**src/hdl/serial_api_frame_parser_core_defines.svh**
```systemverilog
// Assertion macros for the serial API frame parser.
// Used by the top level; expects clk and arst_n in scope.
`ifndef SERIAL_API_FRAME_PARSER_CORE_DEFINES_SVH
`define SERIAL_API_FRAME_PARSER_CORE_DEFINES_SVH

// Same-cycle implication, gated by reset
`define SAFP_ASSERT_IMPL(lbl, ante, cons) \
	lbl: assert property (@(posedge clk) disable iff (!arst_n) (ante) |-> (cons)) \
		else $error("safp same-cycle check failed");

// Next-cycle implication, gated by reset
`define SAFP_ASSERT_NEXT(lbl, ante, cons) \
	lbl: assert property (@(posedge clk) disable iff (!arst_n) (ante) |=> (cons)) \
		else $error("safp next-cycle check failed");

`endif

```
**src/hdl/safp_pkg.sv**
```systemverilog
// Shared types and constants of the serial API frame parser.
// No dependencies; imported by safp_ctrl, safp_dp and the top level.
package safp_pkg;

	// Result event codes
	typedef enum logic [2:0] {
		EV_DATA    = 3'd0,
		EV_OK      = 3'd1,
		EV_CHK_ERR = 3'd2,
		EV_LEN_ERR = 3'd3,
		EV_ACK     = 3'd4,
		EV_NAK     = 3'd5,
		EV_CAN     = 3'd6,
		EV_STRAY   = 3'd7
	} event_t;

	// Configuration register indexes
	localparam int CFG_IDX_W = 3;
	localparam logic [CFG_IDX_W-1:0] REG_SOF   = 3'd0;
	localparam logic [CFG_IDX_W-1:0] REG_ACK   = 3'd1;
	localparam logic [CFG_IDX_W-1:0] REG_NAK   = 3'd2;
	localparam logic [CFG_IDX_W-1:0] REG_CAN   = 3'd3;
	localparam logic [CFG_IDX_W-1:0] REG_LIMIT = 3'd4;

	// Register reset values
	localparam logic [7:0] SOF_RST   = 8'h01;
	localparam logic [7:0] ACK_RST   = 8'h06;
	localparam logic [7:0] NAK_RST   = 8'h15;
	localparam logic [7:0] CAN_RST   = 8'h18;
	localparam logic [5:0] LIMIT_RST = 6'd32;

	// Frame constants
	localparam logic [7:0] CHK_INIT  = 8'hFF;
	localparam logic [7:0] LEN_OVHD  = 8'd3;

	// Commands from controller to datapath
	typedef struct packed {
		logic   pop;       // consume held byte
		logic   ld_len;    // latch length, seed checksum
		logic   ld_type;
		logic   ld_cmd;
		logic   st_data;   // write byte into frame store
		logic   rd_en;     // read store at release index
		logic   idx_inc;
		logic   emit;      // load output register
		event_t emit_ev;
	} ctrl_cmd_t;

	// Status from datapath to controller
	typedef struct packed {
		logic byte_avail;
		logic slot_free;
		logic is_ack;
		logic is_nak;
		logic is_can;
		logic is_sof;
		logic len_bad;
		logic dcount_zero;
		logic data_done;
		logic check_ok;
		logic rel_last;
	} dp_stat_t;

endpackage

```
**src/hdl/safp_ctrl.sv**
```systemverilog
// Frame parser controller: phase state machine that sequences the datapath.
// Depends on safp_pkg (command and status structs, event codes).
module safp_ctrl (
	input  logic                  clk,
	input  logic                  arst_n,
	input  safp_pkg::dp_stat_t    stat,
	output safp_pkg::ctrl_cmd_t   cmd
);
	import safp_pkg::*;

	typedef enum logic [3:0] {
		S_HUNT, S_LEN, S_TYPE, S_CMD, S_DATA, S_CHECK, S_RD, S_EMIT, S_OK
	} state_t;

	state_t state_q, state_d;
	logic   go;

	// A byte is handled only when one is held and the output slot is free
	assign go = stat.byte_avail && stat.slot_free;

	// Next state and commands
	always_comb begin
		cmd     = '0;
		cmd.emit_ev = EV_DATA;
		state_d = state_q;
		case (state_q)
			S_HUNT: begin
				if (go) begin
					cmd.pop = 1'b1;
					if (stat.is_ack) begin
						cmd.emit = 1'b1;
						cmd.emit_ev = EV_ACK;
					end else if (stat.is_nak) begin
						cmd.emit = 1'b1;
						cmd.emit_ev = EV_NAK;
					end else if (stat.is_can) begin
						cmd.emit = 1'b1;
						cmd.emit_ev = EV_CAN;
					end else if (stat.is_sof) begin
						state_d = S_LEN;
					end else begin
						cmd.emit = 1'b1;
						cmd.emit_ev = EV_STRAY;
					end
				end
			end
			S_LEN: begin
				if (go) begin
					cmd.pop = 1'b1;
					if (stat.len_bad) begin
						cmd.emit = 1'b1;
						cmd.emit_ev = EV_LEN_ERR;
						state_d = S_HUNT;
					end else begin
						cmd.ld_len = 1'b1;
						state_d = S_TYPE;
					end
				end
			end
			S_TYPE: begin
				if (go) begin
					cmd.pop = 1'b1;
					cmd.ld_type = 1'b1;
					state_d = S_CMD;
				end
			end
			S_CMD: begin
				if (go) begin
					cmd.pop = 1'b1;
					cmd.ld_cmd = 1'b1;
					state_d = stat.dcount_zero ? S_CHECK : S_DATA;
				end
			end
			S_DATA: begin
				if (go) begin
					cmd.pop = 1'b1;
					cmd.st_data = 1'b1;
					if (stat.data_done) begin
						state_d = S_CHECK;
					end
				end
			end
			S_CHECK: begin
				if (go) begin
					cmd.pop = 1'b1;
					if (!stat.check_ok) begin
						cmd.emit = 1'b1;
						cmd.emit_ev = EV_CHK_ERR;
						state_d = S_HUNT;
					end else if (stat.dcount_zero) begin
						cmd.emit = 1'b1;
						cmd.emit_ev = EV_OK;
						state_d = S_HUNT;
					end else begin
						state_d = S_RD;
					end
				end
			end
			// Release: one store read, then one data result
			S_RD: begin
				cmd.rd_en = 1'b1;
				state_d = S_EMIT;
			end
			S_EMIT: begin
				if (stat.slot_free) begin
					cmd.emit = 1'b1;
					cmd.emit_ev = EV_DATA;
					cmd.idx_inc = 1'b1;
					state_d = stat.rel_last ? S_OK : S_RD;
				end
			end
			S_OK: begin
				if (stat.slot_free) begin
					cmd.emit = 1'b1;
					cmd.emit_ev = EV_OK;
					state_d = S_HUNT;
				end
			end
			default: begin
				state_d = S_HUNT;
			end
		endcase
	end

	// State register
	always_ff @(posedge clk or negedge arst_n) begin
		if (!arst_n) begin
			state_q <= S_HUNT;
		end else begin
			state_q <= state_d;
		end
	end

endmodule

```
**src/hdl/safp_dp.sv**
```systemverilog
// Frame parser datapath: input hold, config registers, checksum, frame
// store and output register. Depends on safp_pkg.
module safp_dp #(
	parameter int unsigned MAX_DATA = 32
) (
	input  logic                           clk,
	input  logic                           arst_n,
	// configuration
	input  logic                           cfg_wr_en,
	input  logic [safp_pkg::CFG_IDX_W-1:0] cfg_index,
	input  logic [7:0]                     cfg_data,
	// input request
	input  logic                           in_valid,
	output logic                           in_ready,
	input  logic [7:0]                     rx_byte,
	// result request
	output logic                           out_valid,
	input  logic                           out_ready,
	output logic [2:0]                     event_res,
	output logic [7:0]                     frame_type,
	output logic [7:0]                     command,
	output logic [7:0]                     data_byte,
	output logic [4:0]                     data_index,
	output logic [5:0]                     data_count,
	output logic                           last,
	// controller link
	input  safp_pkg::ctrl_cmd_t            cmd,
	output safp_pkg::dp_stat_t             stat
);
	import safp_pkg::*;

	localparam int         IDX_W   = (MAX_DATA > 1) ? $clog2(MAX_DATA) : 1;
	localparam logic [5:0] MAX_CNT = 6'(MAX_DATA);

	// config registers
	logic [7:0] sof_q, ack_q, nak_q, can_q;
	logic [5:0] limit_q;

	// input hold
	logic [7:0] rx_q;
	logic       in_full_q;

	// frame state
	logic [7:0] type_q, cmd_q, chk_q, rd_q;
	logic [5:0] dcount_q, stored_q, idx_q;
	logic [7:0] mem_q [MAX_DATA];

	// output register
	logic       out_valid_q;
	event_t     ev_q;
	logic [7:0] ty_o_q, cm_o_q, db_o_q;
	logic [4:0] di_o_q;
	logic [5:0] dc_o_q;
	logic       last_o_q;

	logic [5:0] limit_eff;
	logic [7:0] len_max;
	logic       slot_free;

	// Configuration writes
	always_ff @(posedge clk or negedge arst_n) begin
		if (!arst_n) begin
			sof_q   <= SOF_RST;
			ack_q   <= ACK_RST;
			nak_q   <= NAK_RST;
			can_q   <= CAN_RST;
			limit_q <= LIMIT_RST;
		end else if (cfg_wr_en) begin
			case (cfg_index)
				REG_SOF:   sof_q   <= cfg_data;
				REG_ACK:   ack_q   <= cfg_data;
				REG_NAK:   nak_q   <= cfg_data;
				REG_CAN:   can_q   <= cfg_data;
				REG_LIMIT: limit_q <= cfg_data[5:0];
				default: ;
			endcase
		end
	end

	// One-byte input hold
	assign in_ready = !in_full_q;

	always_ff @(posedge clk or negedge arst_n) begin
		if (!arst_n) begin
			in_full_q <= 1'b0;
		end else if (in_valid && in_ready) begin
			in_full_q <= 1'b1;
		end else if (cmd.pop) begin
			in_full_q <= 1'b0;
		end
	end

	always_ff @(posedge clk) begin
		if (in_valid && in_ready) begin
			rx_q <= rx_byte;
		end
	end

	// Length limit: smaller of register and store depth
	assign limit_eff = (limit_q > MAX_CNT) ? MAX_CNT : limit_q;
	assign len_max   = {2'b00, limit_eff} + LEN_OVHD;
	assign slot_free = !out_valid_q || out_ready;

	// Status toward the controller
	always_comb begin
		stat.byte_avail  = in_full_q;
		stat.slot_free   = slot_free;
		stat.is_ack      = (rx_q == ack_q);
		stat.is_nak      = (rx_q == nak_q);
		stat.is_can      = (rx_q == can_q);
		stat.is_sof      = (rx_q == sof_q);
		stat.len_bad     = (rx_q < LEN_OVHD) || (rx_q > len_max);
		stat.dcount_zero = (dcount_q == 6'd0);
		stat.data_done   = ({1'b0, stored_q} + 7'd1) >= {1'b0, dcount_q};
		stat.check_ok    = (rx_q == chk_q);
		stat.rel_last    = ({1'b0, idx_q} + 7'd1) == {1'b0, dcount_q};
	end

	// Frame header, checksum and counters
	always_ff @(posedge clk or negedge arst_n) begin
		if (!arst_n) begin
			stored_q <= '0;
			idx_q    <= '0;
		end else begin
			if (cmd.ld_len) begin
				stored_q <= '0;
				idx_q    <= '0;
			end else begin
				if (cmd.st_data) begin
					stored_q <= stored_q + 6'd1;
				end
				if (cmd.idx_inc) begin
					idx_q <= idx_q + 6'd1;
				end
			end
		end
	end

	always_ff @(posedge clk) begin
		if (cmd.ld_len) begin
			dcount_q <= 6'(rx_q - LEN_OVHD);
			chk_q    <= CHK_INIT ^ rx_q;
		end
		if (cmd.ld_type) begin
			type_q <= rx_q;
			chk_q  <= chk_q ^ rx_q;
		end
		if (cmd.ld_cmd) begin
			cmd_q <= rx_q;
			chk_q <= chk_q ^ rx_q;
		end
		if (cmd.st_data) begin
			chk_q <= chk_q ^ rx_q;
		end
	end

	// Frame store: one write port, one registered read port
	always_ff @(posedge clk) begin
		if (cmd.st_data && (stored_q < MAX_CNT)) begin
			mem_q[stored_q[IDX_W-1:0]] <= rx_q;
		end
		if (cmd.rd_en) begin
			rd_q <= mem_q[idx_q[IDX_W-1:0]];
		end
	end

	// Output register
	always_ff @(posedge clk or negedge arst_n) begin
		if (!arst_n) begin
			out_valid_q <= 1'b0;
		end else if (cmd.emit) begin
			out_valid_q <= 1'b1;
		end else if (out_ready) begin
			out_valid_q <= 1'b0;
		end
	end

	always_ff @(posedge clk) begin
		if (cmd.emit) begin
			ev_q     <= cmd.emit_ev;
			ty_o_q   <= '0;
			cm_o_q   <= '0;
			db_o_q   <= '0;
			di_o_q   <= '0;
			dc_o_q   <= '0;
			last_o_q <= 1'b1;
			case (cmd.emit_ev)
				EV_DATA: begin
					ty_o_q   <= type_q;
					cm_o_q   <= cmd_q;
					db_o_q   <= rd_q;
					di_o_q   <= idx_q[4:0];
					dc_o_q   <= dcount_q;
					last_o_q <= 1'b0;
				end
				EV_OK: begin
					ty_o_q <= type_q;
					cm_o_q <= cmd_q;
					dc_o_q <= dcount_q;
				end
				default: ;
			endcase
		end
	end

	assign out_valid  = out_valid_q;
	assign event_res  = ev_q;
	assign frame_type = ty_o_q;
	assign command    = cm_o_q;
	assign data_byte  = db_o_q;
	assign data_index = di_o_q;
	assign data_count = dc_o_q;
	assign last       = last_o_q;

endmodule

```
**src/hdl/serial_api_frame_parser_core.sv**
```systemverilog
// Serial API frame parser top level: controller plus datapath.
// Depends on safp_pkg, safp_ctrl, safp_dp and the assertion macro header.
//
//   channel  | handshake            | payload
//   ---------+----------------------+------------------------------------------
//   config   | cfg_wr_en            | cfg_index, cfg_data
//   input    | in_valid / in_ready  | rx_byte
//   result   | out_valid / out_ready| event_res, frame_type, command, data_byte,
//            |                      | data_index, data_count, last
//
// A received byte is registered in a hold register and handled once the
// output slot is free; a new byte is taken only after the held one is
// consumed. A good frame releases each data result with a store read, then an
// output load, then the summary. Reset is asynchronous, active low, and needs
// no clearing pass. A stalled result holds the output register; a new byte is
// still taken into the hold register and waits there until the slot frees.
`include "serial_api_frame_parser_core_defines.svh"

module serial_api_frame_parser_core #(
	parameter int unsigned MAX_DATA = 32
) (
	input  logic                           clk,
	input  logic                           arst_n,
	input  logic                           cfg_wr_en,
	input  logic [safp_pkg::CFG_IDX_W-1:0] cfg_index,
	input  logic [7:0]                     cfg_data,
	input  logic                           in_valid,
	output logic                           in_ready,
	input  logic [7:0]                     rx_byte,
	output logic                           out_valid,
	input  logic                           out_ready,
	output logic [2:0]                     event_res,
	output logic [7:0]                     frame_type,
	output logic [7:0]                     command,
	output logic [7:0]                     data_byte,
	output logic [4:0]                     data_index,
	output logic [5:0]                     data_count,
	output logic                           last
);
	import safp_pkg::*;

	ctrl_cmd_t cmd;
	dp_stat_t  stat;

	safp_ctrl u_ctrl (
		.clk    (clk),
		.arst_n (arst_n),
		.stat   (stat),
		.cmd    (cmd)
	);

	safp_dp #(
		.MAX_DATA (MAX_DATA)
	) u_dp (
		.clk        (clk),
		.arst_n     (arst_n),
		.cfg_wr_en  (cfg_wr_en),
		.cfg_index  (cfg_index),
		.cfg_data   (cfg_data),
		.in_valid   (in_valid),
		.in_ready   (in_ready),
		.rx_byte    (rx_byte),
		.out_valid  (out_valid),
		.out_ready  (out_ready),
		.event_res  (event_res),
		.frame_type (frame_type),
		.command    (command),
		.data_byte  (data_byte),
		.data_index (data_index),
		.data_count (data_count),
		.last       (last),
		.cmd        (cmd),
		.stat       (stat)
	);

	// Only data results may be non-final
	`SAFP_ASSERT_IMPL(a_nonlast_is_data, out_valid && !last, event_res == EV_DATA)
	// Data results are never final
	`SAFP_ASSERT_IMPL(a_data_not_last, out_valid && event_res == EV_DATA, !last)
	// Released index stays inside the frame data
	`SAFP_ASSERT_IMPL(a_index_in_range, out_valid && event_res == EV_DATA, ({1'b0, data_index} < data_count))
	// Hold register is full right after a byte is taken
	`SAFP_ASSERT_NEXT(a_hold_full, in_valid && in_ready, !in_ready)

endmodule
```
**config.mk**
```make
export PLATFORM = sky130hd
export DESIGN_NAME = serial_api_frame_parser_core
export DESIGN_NICKNAME = d
export VERILOG_FILES = /design/src/hdl/safp_pkg.sv /design/src/hdl/safp_ctrl.sv /design/src/hdl/safp_dp.sv /design/src/hdl/serial_api_frame_parser_core.sv
export VERILOG_INCLUDE_DIRS = /design/src /design/src/hdl
export SDC_FILE = /design/constraint.sdc
export NUM_CORES = 1
export LEC_CHECK = 0
export BUFFER_PORTS_ARGS = -buffer_cell sky130_fd_sc_hd__buf_2
export CORE_ASPECT_RATIO = 1.4
export CORE_MARGIN = 1
export CORE_UTILIZATION = 50
export DETAILED_ROUTE_END_ITERATION = 8
export PLACE_DENSITY_LB_ADDON = 0.05
export SYNTH_ARGS = -nofsm -noshare
export SYNTH_HDL_FRONTEND = slang
export SYNTH_SLANG_ARGS = --single-unit
```
**constraint.sdc**
```tcl
create_clock -name clk -period 4.5 [get_ports clk]
set_input_delay 0 -clock clk [delete_from_list [all_inputs] [get_ports clk]]
set_output_delay 0 -clock clk [all_outputs]
set_load 0.03 [all_outputs]
```
==> impl_metrics.env <==
export IMPL_status="completed"
export IMPL_synth_distinct_cells=63
export IMPL_powerDensity_nw_per_um2=617
export IMPL_vias=8632
export IMPL_report_final_slew_viol_count=0
export IMPL_core_area_sq_um=32700
export IMPL_cts_sinks=397
export IMPL_cts_tree="done"
export IMPL_r2r_start="u_dp.limit_q[5]"
export IMPL_r2r_slack_ns=0.84
export IMPL_synth_area_leaders="edfxtp_1, mux4_2, dfrtp_1, mux2_2, xnor2_1"
export IMPL_cts_htree_levels=2
export IMPL_crit_path_max_fanout=39
export IMPL_dieArea_sq_um=34200
export IMPL_worstHoldStart="cfg_index[0]"
export IMPL_die_height_um=218
export IMPL_diodes=0
export IMPL_synth_edf_count=341
export IMPL_hpwl_um=24100
export IMPL_postSynth_asyncResetShare_pct=14.1
export IMPL_ys_top_cells_by_count="edfxtp_1, mux4_2, nor2_1"
export IMPL_io_pins=65
export IMPL_fin_crit_sh_pct=81.4
export IMPL_clock_path_buffers=3
export IMPL_period_needed_ns=3.66
export IMPL_cts_made_buffers=39
export IMPL_hold_path_endpoint="u_dp.limit_q[3]"
export IMPL_final_hold_violation_count=0
export IMPL_drt_pre_antenna_iters=7
export IMPL_r2r_end="u_dp.data_byte[5]"
export IMPL_finalNetCount=1113
export IMPL_cap_violations=0
export IMPL_grt_setup_unrepaired="no"
export IMPL_track_usage_pct=22.8
export IMPL_cpMostUsedCell="buf_4"
export IMPL_yosysTopAreaCell="edfxtp_1"
export IMPL_crit_path_end_kind="flip-flop"
export IMPL_cts_root_buf="clkbuf_16"
export IMPL_hold_path_depth=3
export IMPL_slowest_delay_ns=0.42
export IMPL_synthFlopType="edfxtp_1"
export IMPL_cp_required_ns=4.68
export IMPL_clk_pin_slew_ns=0.07
export IMPL_fill_cells=2495
export IMPL_synth_top_area_share_pct=61.2
export IMPL_dp_slack_ns=0.835
export IMPL_vdd_drop_max_mv=0.380
export IMPL_grt_pass1_wl_um=55500
export IMPL_multi_input_area_sq_um=4760
export IMPL_core_rowCount=78
export IMPL_yosysWarnings=0
export IMPL_ant_nets=0
export IMPL_max_slew_margin_pct=32.0
export IMPL_drt_iter0_drc=611
export IMPL_setup_viol=0
export IMPL_cts_setup_buffers=0
export IMPL_final_area_sq_um=19300
export IMPL_yosysMostFrequentCell="edfxtp_1"
export IMPL_crit_arrival_ns=3.84
export IMPL_die_w_um=157
export IMPL_worst_r2r_path_depth=14
export IMPL_syn_to_final_growth_pct=15.1
export IMPL_yosysSeqAreaShare_pct=69.6
export IMPL_path_cells="nand2b_1 > ha_1 > or3_1 > a21o_1 > ha_1 > nand3_1 > nor2_1 > o21ai_0 > o21bai_1 > buf_4 > o211ai_1 > buf_4 > nand3b_1 > buf_4"
export IMPL_total_leakage_power_nw=6.61
export IMPL_crit_path_top_delay_cell="buf_4"
export IMPL_fmax_mhz=273
export IMPL_drive_above_1_share_pct=29.1
export IMPL_worstSkewPairLatency_ns=0.54
export IMPL_register_area_sq_um=11700
export IMPL_fin_tns_setup_ns=0
export IMPL_synth_seq_cells=397
export IMPL_finalWirelength_um=36800
export IMPL_avgRoutedWirePerCell_um=23.9
export IMPL_drc=0
export IMPL_syn_avg_cell_area_sq_um=17.7
export IMPL_worst_slew_pin_slew_ns=1.02
export IMPL_final_util_pct=58.9
export IMPL_viasPerCell=5.61
export IMPL_place_area_sq_um=17700
export IMPL_syn_area_sq_um=16700
export IMPL_fin_ws_ns=0.836
export IMPL_synth_cells=947
export IMPL_start_kind="flip-flop"
export IMPL_overflow=0
export IMPL_place_congestion=0.823
export IMPL_antenna_found_initial=0
export IMPL_grt_max_degree=57
export IMPL_start_util_pct=51.2
export IMPL_largest_reg_flops=256
export IMPL_portBuffers=64
export IMPL_synth_nets=991
export IMPL_skew_ns=0.0173
export IMPL_min_path_type="input port to flip-flop"
export IMPL_grt_pass1_vias=8894
export IMPL_path_class="flip-flop to flip-flop"
==> placed cells by master (no fill, tap or decap), types with 10 or more instances in the layout <==
| cell | synthesis | layout |
|---|---|---|
| nor2_1 | 77 | 77 |
| edfxtp_1 | 341 | 341 |
| ha_1 | 20 | 20 |
| nand2_1 | 30 | 30 |
| inv_1 | 12 | 12 |
| buf_2 | 10 | 64 |
| dlygate4sd3_1 | 0 | 21 |
| mux2_2 | 47 | 47 |
| xor2_1 | 36 | 36 |
| and2_1 | 25 | 25 |
| a21oi_1 | 12 | 12 |
| nand3_1 | 10 | 10 |
| nand4_1 | 19 | 19 |
| clkbuf_16 | 0 | 39 |
| xnor2_1 | 36 | 36 |
| dfrtp_1 | 47 | 44 |
| mux4_2 | 80 | 80 |
| buf_4 | 2 | 40 |
==> per-stage QoR <==
stage | power, mW | hold WS (ns) | cells
6_report | 11.9 | 0.0403 | 1538
5_1_grt | 12.4 | 0.0344 | 1538
4_1_cts | 12.0 | 0.0266 | 1538
3_5_place_dp | 8.44 | 0.178 | 1447
3_3_place_gp | 8.42 | 0.178 | 1447
2_1_floorplan | 7.46 | -0.296 | 947
==> critical path: cells and delay by family (launching register included) <==
kind                       cells  cell delay [ns]
AOI/OAI and AO/OA              4             0.77
adders and majority gates      2             0.51
buffers and inverters          3             0.84
DFF                            1             0.39
and+or+nand+nor                5             0.77
==> power breakdown <==
group          switching, mW  internal, mW
logic                   1.91          1.35
clock network           1.37          2.18
registers              0.371          4.69
==> how the worst max path moves through the flow <==
stage | startpoint | end | slack [ns] | cells after the start
6_report | u_dp.limit_q[5] | u_dp.data_byte[5] | 0.84 | 14
5_1_grt | u_dp.limit_q[5] | u_dp.frame_type[4] | 0.59 | 14
4_1_cts | u_dp.limit_q[5] | u_dp.command[0] | 0.83 | 14
3_5_place_dp | u_dp.limit_q[5] | u_dp.command[0] | 0.83 | 14
3_3_place_gp | u_dp.limit_q[5] | u_dp.command[0] | 0.93 | 14
2_1_floorplan | u_dp.limit_q[5] | u_dp.command[0] | 0.44 | 13
==> final cells by class <==
type / instances / share of cell area (%)
Timing Repair Buffer: 126 / 4.42
Tap cell: 440 / 2.86
Sequential cell: 397 / 60.5
Clock buffer: 48 / 5.45
Multi-Input combinational cell: 493 / 24.7
Inverter: 12 / 0.234
Clock inverter: 22 / 1.81
==> timing repair <==
action,in CTS,in global routing
endpoints found under the hold margin,94,0
gates resized for setup,0,0
hold buffers,21,0
setup endpoints to repair,0,0
==> layer usage <==
metal / GRT usage [%] / routed length (um)
met2: 42.2 / 20600
met3: 2.97 / 1360
met5: 0 / 0
met1: 27.8 / 14100
met4: 6.14 / 724
==> logic make-up (layout without fill, tap and decap cells) <==
kind of cell / Yosys count / after routing / share of synthesized area [%]
flops: 397 / 397 / 69.6
simple gates: 223 / 223 / 7.02
mux: 128 / 128 / 14.0
xor+xnor: 74 / 74 / 3.96
buf+inv: 57 / 208 / 1.94
compound gates: 47 / 47 / 1.95
fa+ha+maj: 20 / 20 / 1.50
other cells: 1 / 1 / 0.0224
(Power assumes the default switching activity.)
